<file path="src/rtl/euclidean_distance_accumulator_macros.svh">
// Assertion macros shared by the distance accumulator RTL.
`ifndef EUCLIDEAN_DISTANCE_ACCUMULATOR_MACROS_SVH
`define EUCLIDEAN_DISTANCE_ACCUMULATOR_MACROS_SVH

// Condition holds at every clock edge outside reset.
`define EDA_ASSERT_ALWAYS(lbl, cond, msg) \
  lbl: assert property (@(posedge clk) disable iff (rst) (cond)) else $error(msg);

// Consequent holds in the same cycle as the antecedent.
`define EDA_ASSERT_IMPLY(lbl, ante, cons, msg) \
  lbl: assert property (@(posedge clk) disable iff (rst) (ante) |-> (cons)) else $error(msg);

`endif

</file>
<file path="src/rtl/eda_pkg.sv">
// Shared constants and types for the distance accumulator.
package eda_pkg;

  localparam int DEF_MAX_DIM    = 8192;
  localparam int DEF_COORD_BITS = 16;

  localparam int COORD_W      = 16;
  localparam int DIST_W       = 23;
  localparam int IN_TDATA_W   = 32;
  localparam int OUT_TDATA_W  = 24;
  localparam int QUEUE_DEPTH  = 4;

  typedef struct packed {
    logic full;
    logic empty;
  } eda_qstat_t;

endpackage

</file>
<file path="src/rtl/eda_front.sv">
// Front end: takes coordinate pairs, squares differences, accumulates per vector.
`include "euclidean_distance_accumulator_macros.svh"
module eda_front
  import eda_pkg::*;
#(
  parameter int MAX_DIM    = DEF_MAX_DIM,
  parameter int COORD_BITS = DEF_COORD_BITS,
  parameter int SUM_W      = 46
) (
  input  logic               clk,
  input  logic               rst,
  input  logic               s_tvalid,
  output logic               s_tready,
  input  logic [COORD_W-1:0] coord_a,
  input  logic [COORD_W-1:0] coord_b,
  input  logic               s_tlast,
  input  eda_qstat_t         qstat,
  output logic               push,
  output logic [SUM_W:0]     push_data
);

  localparam int CW    = (COORD_BITS < COORD_W) ? COORD_BITS : COORD_W;
  localparam int CNT_W = $clog2(MAX_DIM + 1);
  localparam int SQ_W  = 2 * CW;

  logic [CNT_W-1:0] cnt;
  logic             ovf_seen;

  logic             s1_valid;
  logic [SQ_W-1:0]  s1_sq;
  logic             s1_last;
  logic             s1_ovf;

  logic [SUM_W-1:0] sum;
  logic [SUM_W-1:0] sum_next;

  logic [CW-1:0]    a;
  logic [CW-1:0]    b;
  logic [CW-1:0]    d;
  logic             room;
  logic             adv;
  logic             take;

  assign a    = coord_a[CW-1:0];
  assign b    = coord_b[CW-1:0];
  assign d    = (a >= b) ? (a - b) : (b - a);
  assign room = (cnt != CNT_W'(MAX_DIM));

  // stage 1 may move on unless a finished vector is blocked by a full queue
  assign adv      = !s1_valid || !s1_last || !qstat.full;
  assign s_tready = adv;
  assign take     = s_tvalid && adv;

  assign sum_next  = sum + SUM_W'(s1_sq);
  assign push      = s1_valid && s1_last && adv;
  assign push_data = {s1_ovf, sum_next};

  always_ff @(posedge clk) begin
    if (rst) begin
      cnt      <= '0;
      ovf_seen <= 1'b0;
      s1_valid <= 1'b0;
      sum      <= '0;
    end else begin
      if (take) begin
        s1_valid <= 1'b1;
        if (s_tlast) begin
          cnt      <= '0;
          ovf_seen <= 1'b0;
        end else begin
          if (room) begin
            cnt <= cnt + 1'b1;
          end
          ovf_seen <= ovf_seen || !room;
        end
      end else if (adv) begin
        s1_valid <= 1'b0;
      end

      if (s1_valid && adv) begin
        if (s1_last) begin
          sum <= '0;
        end else begin
          sum <= sum_next;
        end
      end
    end
  end

  // squared difference register; dropped items add zero
  always_ff @(posedge clk) begin
    if (take) begin
      s1_sq   <= room ? (SQ_W'(d) * SQ_W'(d)) : '0;
      s1_last <= s_tlast;
      s1_ovf  <= ovf_seen || !room;
    end
  end

  `EDA_ASSERT_ALWAYS(a_cnt_bound, cnt <= CNT_W'(MAX_DIM), "element count above MAX_DIM")
  `EDA_ASSERT_IMPLY(a_no_push_full, push, !qstat.full, "push into full queue")

endmodule

</file>
<file path="src/rtl/eda_queue.sv">
// Small FIFO carrying finished sums from the front end to the square root unit.
`include "euclidean_distance_accumulator_macros.svh"
module eda_queue
  import eda_pkg::*;
#(
  parameter int W = 47
) (
  input  logic         clk,
  input  logic         rst,
  input  logic         push,
  input  logic [W-1:0] wr_data,
  input  logic         pop,
  output logic [W-1:0] rd_data,
  output eda_qstat_t   qstat
);

  localparam int PTR_W = $clog2(QUEUE_DEPTH);
  localparam int CNT_W = $clog2(QUEUE_DEPTH + 1);

  logic [W-1:0]     mem [QUEUE_DEPTH];
  logic [PTR_W-1:0] wr_ptr;
  logic [PTR_W-1:0] rd_ptr;
  logic [CNT_W-1:0] count;

  assign qstat.full  = (count == CNT_W'(QUEUE_DEPTH));
  assign qstat.empty = (count == '0);
  assign rd_data     = mem[rd_ptr];

  always_ff @(posedge clk) begin
    if (rst) begin
      wr_ptr <= '0;
      rd_ptr <= '0;
      count  <= '0;
    end else begin
      if (push) begin
        wr_ptr <= wr_ptr + 1'b1;
      end
      if (pop) begin
        rd_ptr <= rd_ptr + 1'b1;
      end
      unique case ({push, pop})
        2'b10:   count <= count + 1'b1;
        2'b01:   count <= count - 1'b1;
        default: count <= count;
      endcase
    end
  end

  always_ff @(posedge clk) begin
    if (push) begin
      mem[wr_ptr] <= wr_data;
    end
  end

  `EDA_ASSERT_IMPLY(a_pop_empty, pop, !qstat.empty, "pop from empty queue")
  `EDA_ASSERT_ALWAYS(a_count_bound, count <= CNT_W'(QUEUE_DEPTH), "queue count overrun")

endmodule

</file>
<file path="src/rtl/eda_sqrt.sv">
// Back end: bit-serial integer square root and the result register.
`include "euclidean_distance_accumulator_macros.svh"
module eda_sqrt
  import eda_pkg::*;
#(
  parameter int SUM_W = 46
) (
  input  logic              clk,
  input  logic              rst,
  input  eda_qstat_t        qstat,
  input  logic [SUM_W:0]    rd_data,
  output logic              pop,
  output logic              m_tvalid,
  input  logic              m_tready,
  output logic [DIST_W-1:0] distance,
  output logic              overflow
);

  localparam int ROOT_W = (SUM_W + 1) / 2;
  localparam int VAL_W  = 2 * ROOT_W;
  localparam int IT_W   = $clog2(ROOT_W + 1);

  localparam logic [1:0] ST_IDLE = 2'd0;
  localparam logic [1:0] ST_BUSY = 2'd1;
  localparam logic [1:0] ST_DONE = 2'd2;

  logic [1:0]        state;
  logic [VAL_W-1:0]  val;
  logic [ROOT_W:0]   rem;
  logic [ROOT_W-1:0] root;
  logic [IT_W-1:0]   it;
  logic              ovf;

  logic [ROOT_W+1:0] rem_sh;
  logic [ROOT_W+1:0] trial;
  logic [ROOT_W+1:0] diff;
  logic              ge;
  logic              slot_free;
  logic [ROOT_W+DIST_W-1:0] root_ext;

  assign rem_sh    = {rem[ROOT_W-1:0], val[VAL_W-1 -: 2]};
  assign trial     = {root, 2'b01};
  assign diff      = rem_sh - trial;
  assign ge        = (rem_sh >= trial);
  assign slot_free = !m_tvalid || m_tready;
  assign pop       = (state == ST_IDLE) && !qstat.empty;
  assign root_ext  = {{DIST_W{1'b0}}, root};

  always_ff @(posedge clk) begin
    if (rst) begin
      state    <= ST_IDLE;
      it       <= '0;
      m_tvalid <= 1'b0;
    end else begin
      unique case (state)
        ST_IDLE: begin
          if (!qstat.empty) begin
            state <= ST_BUSY;
            it    <= '0;
          end
        end
        ST_BUSY: begin
          it <= it + 1'b1;
          if (it == IT_W'(ROOT_W - 1)) begin
            state <= ST_DONE;
          end
        end
        ST_DONE: begin
          if (slot_free) begin
            state <= ST_IDLE;
          end
        end
        default: state <= ST_IDLE;
      endcase
      // a new result refills the slot in the cycle the old one leaves
      if (state == ST_DONE && slot_free) begin
        m_tvalid <= 1'b1;
      end else if (m_tvalid && m_tready) begin
        m_tvalid <= 1'b0;
      end
    end
  end

  always_ff @(posedge clk) begin
    if (pop) begin
      val  <= VAL_W'(rd_data[SUM_W-1:0]);
      ovf  <= rd_data[SUM_W];
      rem  <= '0;
      root <= '0;
    end else if (state == ST_BUSY) begin
      val  <= {val[VAL_W-3:0], 2'b00};
      rem  <= ge ? diff[ROOT_W:0] : rem_sh[ROOT_W:0];
      root <= {root[ROOT_W-2:0], ge};
    end
    if (state == ST_DONE && slot_free) begin
      distance <= root_ext[DIST_W-1:0];
      overflow <= ovf;
    end
  end

  `EDA_ASSERT_IMPLY(a_iter_bound, state == ST_BUSY, it < IT_W'(ROOT_W), "root iteration overrun")

endmodule

</file>
<file path="src/rtl/euclidean_distance_accumulator.sv">
// Throughput: one coordinate pair per cycle unless a sum waits on a full queue; the
//   bit-serial root unit takes vectors singly; ROOT_W = ceil((2*CW + count bits) / 2).
// A 4-entry queue holds finished sums, so short vectors stall input only when it fills.
// Reset (rst, synchronous, active high) clears the accumulator, element count,
//   overflow flag, queue and result valid.
module euclidean_distance_accumulator
  import eda_pkg::*;
#(
  parameter int MAX_DIM    = DEF_MAX_DIM,
  parameter int COORD_BITS = DEF_COORD_BITS
) (
  input  logic                   clk,
  input  logic                   rst,
  // request in: one coordinate pair
  input  logic                   s_tvalid,
  output logic                   s_tready,
  input  logic [IN_TDATA_W-1:0]  s_tdata,   // [15:0] coord_a, [31:16] coord_b
  input  logic                   s_tlast,   // last_element
  // request out: one distance per vector
  output logic                   m_tvalid,
  input  logic                   m_tready,
  output logic [OUT_TDATA_W-1:0] m_tdata,   // [22:0] distance, [23] zero pad
  output logic                   m_tuser    // overflow
);

  localparam int CW    = (COORD_BITS < COORD_W) ? COORD_BITS : COORD_W;
  localparam int CNT_W = $clog2(MAX_DIM + 1);
  // worst-case width bound: MAX_DIM squares of CW-bit differences
  localparam int SUM_W = 2 * CW + CNT_W;

  eda_qstat_t        qstat;
  logic              push;
  logic              pop;
  logic [SUM_W:0]    push_data;
  logic [SUM_W:0]    rd_data;
  logic [DIST_W-1:0] distance;

  eda_front #(
    .MAX_DIM   (MAX_DIM),
    .COORD_BITS(COORD_BITS),
    .SUM_W     (SUM_W)
  ) u_front (
    .clk      (clk),
    .rst      (rst),
    .s_tvalid (s_tvalid),
    .s_tready (s_tready),
    .coord_a  (s_tdata[COORD_W-1:0]),
    .coord_b  (s_tdata[2*COORD_W-1:COORD_W]),
    .s_tlast  (s_tlast),
    .qstat    (qstat),
    .push     (push),
    .push_data(push_data)
  );

  // entry: {overflow, sum of squares}
  eda_queue #(
    .W(SUM_W + 1)
  ) u_queue (
    .clk    (clk),
    .rst    (rst),
    .push   (push),
    .wr_data(push_data),
    .pop    (pop),
    .rd_data(rd_data),
    .qstat  (qstat)
  );

  eda_sqrt #(
    .SUM_W(SUM_W)
  ) u_sqrt (
    .clk     (clk),
    .rst     (rst),
    .qstat   (qstat),
    .rd_data (rd_data),
    .pop     (pop),
    .m_tvalid(m_tvalid),
    .m_tready(m_tready),
    .distance(distance),
    .overflow(m_tuser)
  );

  assign m_tdata = OUT_TDATA_W'(distance);

endmodule
</file>
<file path="config.mk">
export PLATFORM = sky130hd
export DESIGN_NAME = euclidean_distance_accumulator
export DESIGN_NICKNAME = d
export VERILOG_FILES = /design/src/rtl/eda_pkg.sv /design/src/rtl/eda_front.sv /design/src/rtl/eda_queue.sv /design/src/rtl/eda_sqrt.sv /design/src/rtl/euclidean_distance_accumulator.sv
export VERILOG_INCLUDE_DIRS = /design/src /design/src/rtl
export SDC_FILE = /design/constraint.sdc
export NUM_CORES = 1
export LEC_CHECK = 0
export BUFFER_PORTS_ARGS = -buffer_cell sky130_fd_sc_hd__buf_2
export CORE_UTILIZATION = 40
export DETAILED_ROUTE_END_ITERATION = 6
export GPL_TIMING_DRIVEN = 0
export PLACE_DENSITY = 0.54
export SYNTH_ARGS = -nofsm -noshare
export SYNTH_HDL_FRONTEND = slang
export SYNTH_HIERARCHICAL = 1
export SYNTH_SLANG_ARGS = --single-unit
export TNS_END_PERCENT = 10
</file>
<file path="constraint.sdc">
create_clock -name clk -period 11.8 [get_ports clk]
set_input_delay 2.36 -clock clk [delete_from_list [all_inputs] [get_ports clk]]
set_output_delay 2.36 -clock clk [all_outputs]
set_load 0.03 [all_outputs]
</file>
Word level (Yosys, flattened, before mapping)
Memories as Yosys holds them, arrays and structs flattened. A register that Yosys moved wholly into a read port is not among the register bits.
Cells that the tools add are included.
- multiplexer cells: 23
- order comparisons: 2
- add/subtract/negate cells: 10
- eq/ne operators: 10
- $mul: 1
- reductions and logical operators: 28
- operators by type and width (cell ; number):
    $mux 46 ; 3
    $add 46x32->46 ; 1
    $mul 16x16->32 ; 1
    $sub 16x16->16 ; 2
    $mux 14 ; 2
    $ge 25x25->1 ; 1
    $mux 23 ; 1
    $sub 23x23->23 ; 1
    $ge 16x16->1 ; 1
    $mux 16 ; 1
    $add 14x1->14 const B ; 1
    $ne 14x14->1 const B ; 1
    $reduce_bool 2->1 ; 6
    $mux 2 ; 5
    $pmux 5 s2 ; 1
    $logic_and 1x1->1 ; 7
    $mux 1 ; 7
    $logic_not 1->1 ; 6
    $pmux 2 s3 ; 1
    $pmux 3 s2 ; 1
    $add 5x1->5 const B ; 1
    $eq 5x5->1 const B ; 1
    $mux 5 ; 1
    $add 2x1->2 const B ; 2
    12 further kinds ; 19
- memories: 1
- input bits: 37
- register bits after elaboration: 228
- logic and storage cells: 94
- memory bits (writable): 188
- output and inout port bits: 27
- memory list (name ; words ; width ; read ports ; clocked after memory_dff ; write ports ; RTL line ; source):
    u_queue.mem ; 4 ; 47 ; 1 ; 1 ; 1 ; eda_queue.sv:20 ; logic [W-1:0] mem [QUEUE_DEPTH];

Depth between registers and ports, before layout
Gate-level depths: netlist of run 1.
- depth in word-level cells: 6
- mapped depth: 38
- depth with buffers taken out: 35

Cells and area by module
Netlist of run 1, hierarchy kept.
- by module, submodules not included (module ; area an instance (µm²) ; times used ; cells each ; seq. area each (µm²)):
    eda_front ; 14616.5 ; 1 ; 1697 ; 2232.1
    eda_queue ; 7240.7 ; 1 ; 292 ; 5825.6
    eda_sqrt ; 5811.8 ; 1 ; 602 ; 3213.1
    euclidean_distance_accumulator ; 11.3 ; 1 ; 2 ; 0.0

Worst setup path before layout of run 1
OpenSTA, ideal clock, no wires.
- kind: input-to-reg
- start point: input s_tdata[0]
- end point: register u_front.s1_sq[31], data pin
- data required time: 11.653 ns
- library setup time: 0.147 ns
- stages: 36
- setup slack: 1.669 ns
- buffers on the path: 3
- arrival: 9.984 ns
- path through: inv_1 > ha_1 > fa_1 > o21ai_2 > o21ai_1 > a31o_2 > nand2_1 > buf_4 > a211oi_1 > a21oi_1 > xnor2_2 > buf_2 > nor2_1 > fa_1 > inv_1 > fa_1 > inv_1 > fa_1 > inv_1 > fa_1 > inv_1 > fa_1 > inv_1 > fa_1 > inv_1 > ha_1 > clkbuf_1 > a21oi_1 > and3b_1 > o32ai_1 > a2111oi_2 > o21ai_1 > o21a_1 > a31o_2 > or3_1 > a21oi_1
- word-level cells in the longest chain between the ends: 3
- elaborated cells on any way between the ends: 5
- those cells by class: add/sub: 2; mul: 1; order compare: 1; mux: 1
- RTL lines (what ; RTL line ; source):
    start: declaration ; euclidean_distance_accumulator.sv:17 ; input logic [IN_TDATA_W-1:0] s_tdata,
    $sub 16x16->16 / $ge 16x16->1 (equally long branches) ; eda_front.sv:46 ; assign d = (a >= b) ? (a - b) : (b - a);
    $mux 16 (*) ; eda_front.sv:46 ;
    $mul 16x16->32 (*) ; eda_front.sv:93 ; s1_sq <= room ? (SQ_W'(d) * SQ_W'(d)) : '0;
    end signal: assignment ; eda_front.sv:93 ;
    end: declaration ; eda_front.sv:30 ; logic [SQ_W-1:0] s1_sq;
Every way passes the cells marked *; elsewhere a longest branch is shown, timed or not.
A chain may end at the register's enable or synchronous reset.

Worst setup path in the final report of run 1
- start point: input s_tdata[16]
- end point: register u_front.s1_sq[31], data pin
The elaborated chain is that of the path after synthesis.

==> impl_metrics.json, run 1 <==
{
  "grt_use_total_pct": 18.5,
  "cts_root_buf": "clkbuf_16",
  "syn_inst": 2593,
  "worst_pin_slew_ps": 1150,
  "finalSetupViolations": 0,
  "critPathMaxStageDelay_ps": 680,
  "diodes": 0,
  "synth_compound_area_share_pct": 12.8,
  "cts_buffers": 42,
  "antenna_found_initial": 0,
  "ant_nets": 0,
  "yosys.area.top_type": "edfxtp_1",
  "synth.distinct_cells": 95,
  "crit_type": "input pin to flop",
  "drc": 0,
  "synth-main-ff-cell": "edfxtp_1",
  "arrival_ps": 11840,
  "die_w_um": 265,
  "syn_to_final_growth_pct": 10.8,
  "ioPinCount": 64,
  "synth_top_cell_area_share_pct": 31.7,
  "synth_seq_cells": 417,
  "dp_hpwl_um": 49800,
  "ys_seq_area_share_pct": 40.7,
  "grt_max_degree": 38,
  "crit_end": "u_front/s1_sq[31]",
  "layout.cells.most_common_list": "inv_1, edfxtp_1, nand2_1",
  "place.port_buffers": 61,
  "wirelength_um": 64500,
  "hold_class": "flop to flop",
  "cts_tree": "built",
  "start_util_pct": 40.4,
  "drv_cap": 0,
  "slew_headroom_pct": 23.2,
  "grt_pass1_vias": 20000,
  "slowest_stage": "xor2_2",
  "drive_gt1_share_pct": 10.1,
  "grt_use_met3_pct": 1.64,
  "wire_per_inst_um": 17.6,
  "use_met2_pct": 33.4,
  "synth-simple-area-share_pct": 11.3,
  "ys_warn_count": 6,
  "skew_ps": 17.1,
  "critical_path.startpoint": "s_tdata[16]",
  "cts.path.max_buffers": 3,
  "synth_fp_nets": 2992,
  "cts.clk_slew.worst_paths_ps": 60,
  "syn-cell-area_sq_um": 27700,
  "postCtsSetupBuffers": 0,
  "max_freq_mhz": 86.9,
  "synth.area.top_cells": "edfxtp_1, fa_1, dfxtp_1, ha_1, inv_1",
  "finalHoldViolCount": 0,
  "setup_tns_ps": 0,
  "grt_remaining_overflow": 0,
  "drtIter0Drc": 1055,
  "cp_max_fo": 9,
  "die_h_um": 265,
  "postCtsHoldBufs": 0,
  "clk_latency_ps": 540,
  "drv_slew": 0,
  "rows": 96,
  "r2r_start": "u_front/s1_sq[11]",
  "htree_levels": 2,
  "synth-edff-count": 292,
  "yosys.area_share.adder_pct": 20.9,
  "core_area_sq_um": 68600,
  "fin_crit_ps": 11510,
  "rr_worst_depth": 9,
  "busiest_layer": "met2",
  "place_congestion": 0.889,
  "worst_setup_path_start_kind": "input pin",
  "dr.pass1.iters": 7,
  "rrSetupSlack_ps": 8290,
  "period_share_pct": 97.6,
  "die_area_sq_um": 70300,
  "use_met1_pct": 23.3,
  "final_common_cell": "inv_1",
  "avgSynthCellArea_sq_um": 10.7,
  "synth_top_family_by_area": "adder cells",
  "rsz0062_at_grt": "false",
  "synthMuxAreaShare_pct": 4.22,
  "grt_pass1_wl_um": 105000,
  "num_vias": 19100,
  "vias_per_cell": 5.22,
  "r2r_end": "u_queue/mem[0][26]",
  "worst_ep_required_time_ps": 12130,
  "async_flop_share_pct": 0,
  "status": "completed",
  "nNetsFinal": 3102,
  "cts_sinks": 417,
  "crit_path_end_kind": "flop",
  "cpMostUsedCell": "fa_1",
  "synth_xor_area_share_pct": 3.82
}
## worst max-delay path, delay by kind of cell
family,cells,cell delay [ps]
simple gates,5,1030
buf+inv,7,1020
fa+ha+maj,9,3790
compound gates,10,2940
xor+xnor,1,680
## synth_stat cells (16+ instances only)
cell,number
fa_1,167
ha_1,195
a21oi_1,123
o22ai_1,24
nor2_1,225
nand4_1,28
mux4_2,47
a21o_1,90
o21ai_0,70
nand2_1,282
a22oi_1,16
buf_2,22
edfxtp_1,292
and3_1,25
o21bai_1,18
dfxtp_1,125
inv_1,314
nand3_1,33
nor3_1,27
clkbuf_1,53
xnor2_1,58
xor2_1,57
or3_1,17
## what timing repair did
item | CTS | global route
setup endpoints to repair | 1 | 1
gates resized for setup | 1 | 3
pin swaps | 0 | 0
cloned | 0 | 0
## how the worst min path moves through the flow
stage,startpoint,end,slack (ps),cells past startpoint
2_1_floorplan,u_sqrt/ovf,u_sqrt/overflow,400,0
4_1_cts,u_sqrt/root[19],u_sqrt/distance[19],430,0
3_5_place_dp,u_sqrt/root[19],u_sqrt/distance[19],410,0
5_1_grt,u_sqrt/root[20],u_sqrt/distance[20],440,0
3_3_place_gp,u_sqrt/root[17],u_sqrt/distance[17],420,0
6_report,u_sqrt/root[19],u_sqrt/distance[19],430,0
## layout make-up
cell class                      count  area [sq um]
Fill cell                        6417         37900
Multi-Input combinational cell   1754         14700
Sequential cell                   417         11300
Inverter                          321          1200
Tap cell                          931          1160
Clock buffer                       51          1140
Buffer                            101           546
Timing Repair Buffer               66           405
Clock inverter                     25           236
## state kept, by name, indices dropped and copies added (netlist names), 3 cells and up, named ones only
signal and cells:
u_sqrt/root 23, u_queue/count 3, u_front/sum 46, u_sqrt/distance 23, u_front/cnt 14, u_sqrt/val 46
u_sqrt/rem 23, u_front/s1_sq 31, u_sqrt/it 5, u_queue/mem 188
## per-layer routing
| layer | routed length [um] | vias up |
|---|---|---|
| li1 | - | 9233 |
| met1 | 28300 | 9380 |
| met2 | 32100 | 407 |
| met3 | 2040 | 117 |
| met4 | 1990 | 0 |
| met5 | 0 | - |
## through the flow
stage / hold slack [ps] / util (%) / std cells / cell area (sq um) / setup slack [ps]
after CTS: 428 / 44.7 / 3666 / 30600 / 130
after floorplan: 400 / - / 2593 / 27700 / 1670
after global routing: 441 / 44.7 / 3666 / 30700 / 59.7
final: 428 / 44.7 / 3666 / 30700 / 288
after detailed placement: 414 / 42.7 / 3590 / 29300 / -738
after global placement: 416 / 42.5 / 3585 / 29200 / -787
## logic make-up after synthesis
group,count (synthesis)
fa+ha+maj,362
flops,417
other cells,1
simple gates,706
compound gates,509
buf+inv,422
xor+xnor,118
mux,58
Power of run 1 is left out: the tool's default activity adds up to more than one toggle a clock period on the data nets, which glitch-free logic cannot reach.
==> run 2, diff against run 1 <==
--- a/config.mk
+++ b/config.mk
@@ -10,7 +10,6 @@
 export CORE_UTILIZATION = 40
 export DETAILED_ROUTE_END_ITERATION = 6
 export GPL_TIMING_DRIVEN = 0
-export PLACE_DENSITY = 0.54
 export SYNTH_ARGS = -nofsm -noshare
 export SYNTH_HDL_FRONTEND = slang
 export SYNTH_HIERARCHICAL = 1
==> impl_metrics.json, run 2 (synthesis gave the netlist of run 1 again) <==
{
  "worst_ep_required_time_ps": 12140,
  "cp_top_family": "adder cells",
  "nFillCells": 6459,
  "slew_headroom_pct": 23.0,
  "die_area_sq_um": 70300,
  "timing.final.ws_setup_ps": 503,
  "cpMostUsedCell": "fa_1",
  "top_register": "u_queue/mem",
  "rr_worst_depth": 10,
  "cts.clk_slew.worst_paths_ps": 60,
  "critPathMaxStageDelay_ps": 800,
  "antenna_found_initial": 0,
  "dr.pass1.iters": 5,
  "layout.cells.most_common_list": "inv_1, edfxtp_1, nand2_1",
  "rsz0062_at_grt": "false",
  "final_common_cell": "inv_1",
  "finalHoldViolCount": 0,
  "diodes": 0,
  "clk_latency_ps": 540,
  "num_vias": 19300,
  "postCtsHoldBufs": 0,
  "status": "completed",
  "wire_per_inst_um": 17.4,
  "syn_to_final_growth_pct": 10.7,
  "wirelength_um": 63800,
  "crit_path_end_kind": "flop",
  "largest_reg_flops": 188,
  "cts_root_buf": "clkbuf_16",
  "die_h_um": 265,
  "drc": 0,
  "arrival_ps": 11640,
  "place.port_buffers": 61,
  "worst_pin_slew_ps": 1150,
  "top_regs": "u_queue/mem x188, u_front/sum x46, u_sqrt/val x46",
  "hold_class": "flop to flop",
  "postCtsSetupBuffers": 0,
  "crit_cells": 33,
  "nNetsFinal": 3101,
  "ioPinCount": 64,
  "finalSetupViolations": 0,
  "place_ws_ps": -797,
  "drtIter0Drc": 1154,
  "seqCellArea_sq_um": 11300,
  "slowest_stage": "xnor2_1",
  "crit_type": "input pin to flop",
  "fin_crit_ps": 11300,
  "cts_sinks": 417,
  "worst_setup_path_start_kind": "input pin",
  "cts_buffers": 41,
  "grt_use_total_pct": 18.5,
  "multiInputGateArea_sq_um": 14700,
  "min_path_cells": 0,
  "cts.path.max_buffers": 3,
  "ant_nets": 0,
  "start_util_pct": 40.4,
  "dp_hpwl_um": 48900,
  "place_congestion": 0.886,
  "grt_max_degree": 38,
  "htree_levels": 2,
  "vias_per_cell": 5.27,
  "die_w_um": 265,
  "core_area_sq_um": 68600,
  "cp_num_buf_inv": 9,
  "grt_remaining_overflow": 0,
  "grt_pass1_vias": 20200,
  "period_share_pct": 95.7,
  "drv_slew": 0,
  "max_freq_mhz": 88.5,
  "drv_cap": 0,
  "skew_ps": 22.7,
  "cts_tree": "built",
  "drive_gt1_share_pct": 9.99,
  "cp_max_fo": 10,
  "grt_pass1_wl_um": 105000,
  "rows": 96
}
==> run 2: cell types whose count changed in the layout (fill, tap and decap cells not counted), sizes merged <==
cell	change
bufinv	-1
clkbuf	-1
clkinv	-1
inv	-2
clkinvlp	+3
==> run 2: final cells by class <==
class | instances | share of cell area [%]
multi-input cells | 1754 | 48.1
flip-flops and latches | 417 | 36.8
inverters | 321 | 3.95
well taps | 931 | 3.80
clock buffers | 50 | 3.56
plain buffers | 101 | 1.79
repair buffers | 66 | 1.32
clock inverters | 24 | 0.678
==> run 2: worst reg2reg max path, cell delays in order, from the launching register on <==
cell and delay, ps:
edfxtp_1 400, ha_1 370, a31oi_1 300, o21bai_1 100, a21o_1 270, a32o_1 350
a41oi_2 320, nor3_2 140, o21ai_1 550, nor2_1 130, xor2_1 360
==> run 2: path summary, 6_finish.rpt <==
path	from	to	slack (ps)
setup / recovery	s_tdata[5]	u_front/s1_sq[31]	500
hold / removal	u_sqrt/root[3]	u_sqrt/distance[3]	430
hold reg to reg	u_sqrt/root[3]	u_sqrt/distance[3]	430
setup reg to reg	u_front/s1_sq[2]	u_queue/mem[1][41]	8270
==> run 2: repair_timing <==
| item | CTS | global route |
|---|---|---|
| gates cloned | 0 | 0 |
| pin swaps | 0 | 1 |
| resized for setup | 2 | 8 |
| endpoints found under the setup margin | 1 | 1 |
==> run 2: metrics by stage <==
stage / instance area, sq um / util (%) / hold WS (ps) / TNS [ps] / instances
2_1_floorplan: 27700 / - / 400 / 0 / 2593
3_3_place_gp: 29200 / 42.5 / 415 / -1290 / 3585
3_5_place_dp: 29300 / 42.7 / 415 / -1770 / 3590
4_1_cts: 30600 / 44.6 / 432 / 0 / 3664
5_1_grt: 30600 / 44.7 / 433 / 0 / 3664
6_report: 30600 / 44.7 / 430 / 0 / 3664
==> run 2: layer usage <==
metal | part of all wire, % | routed length (um) | track usage, %
met5 | 0 | 0 | 0
met4 | 2.9 | 1880 | 5.87
met3 | 3.6 | 2290 | 1.53
met2 | 49 | 31600 | 32.9
met1 | 44 | 28100 | 23.7
Power of run 2 is left out for the same reason.
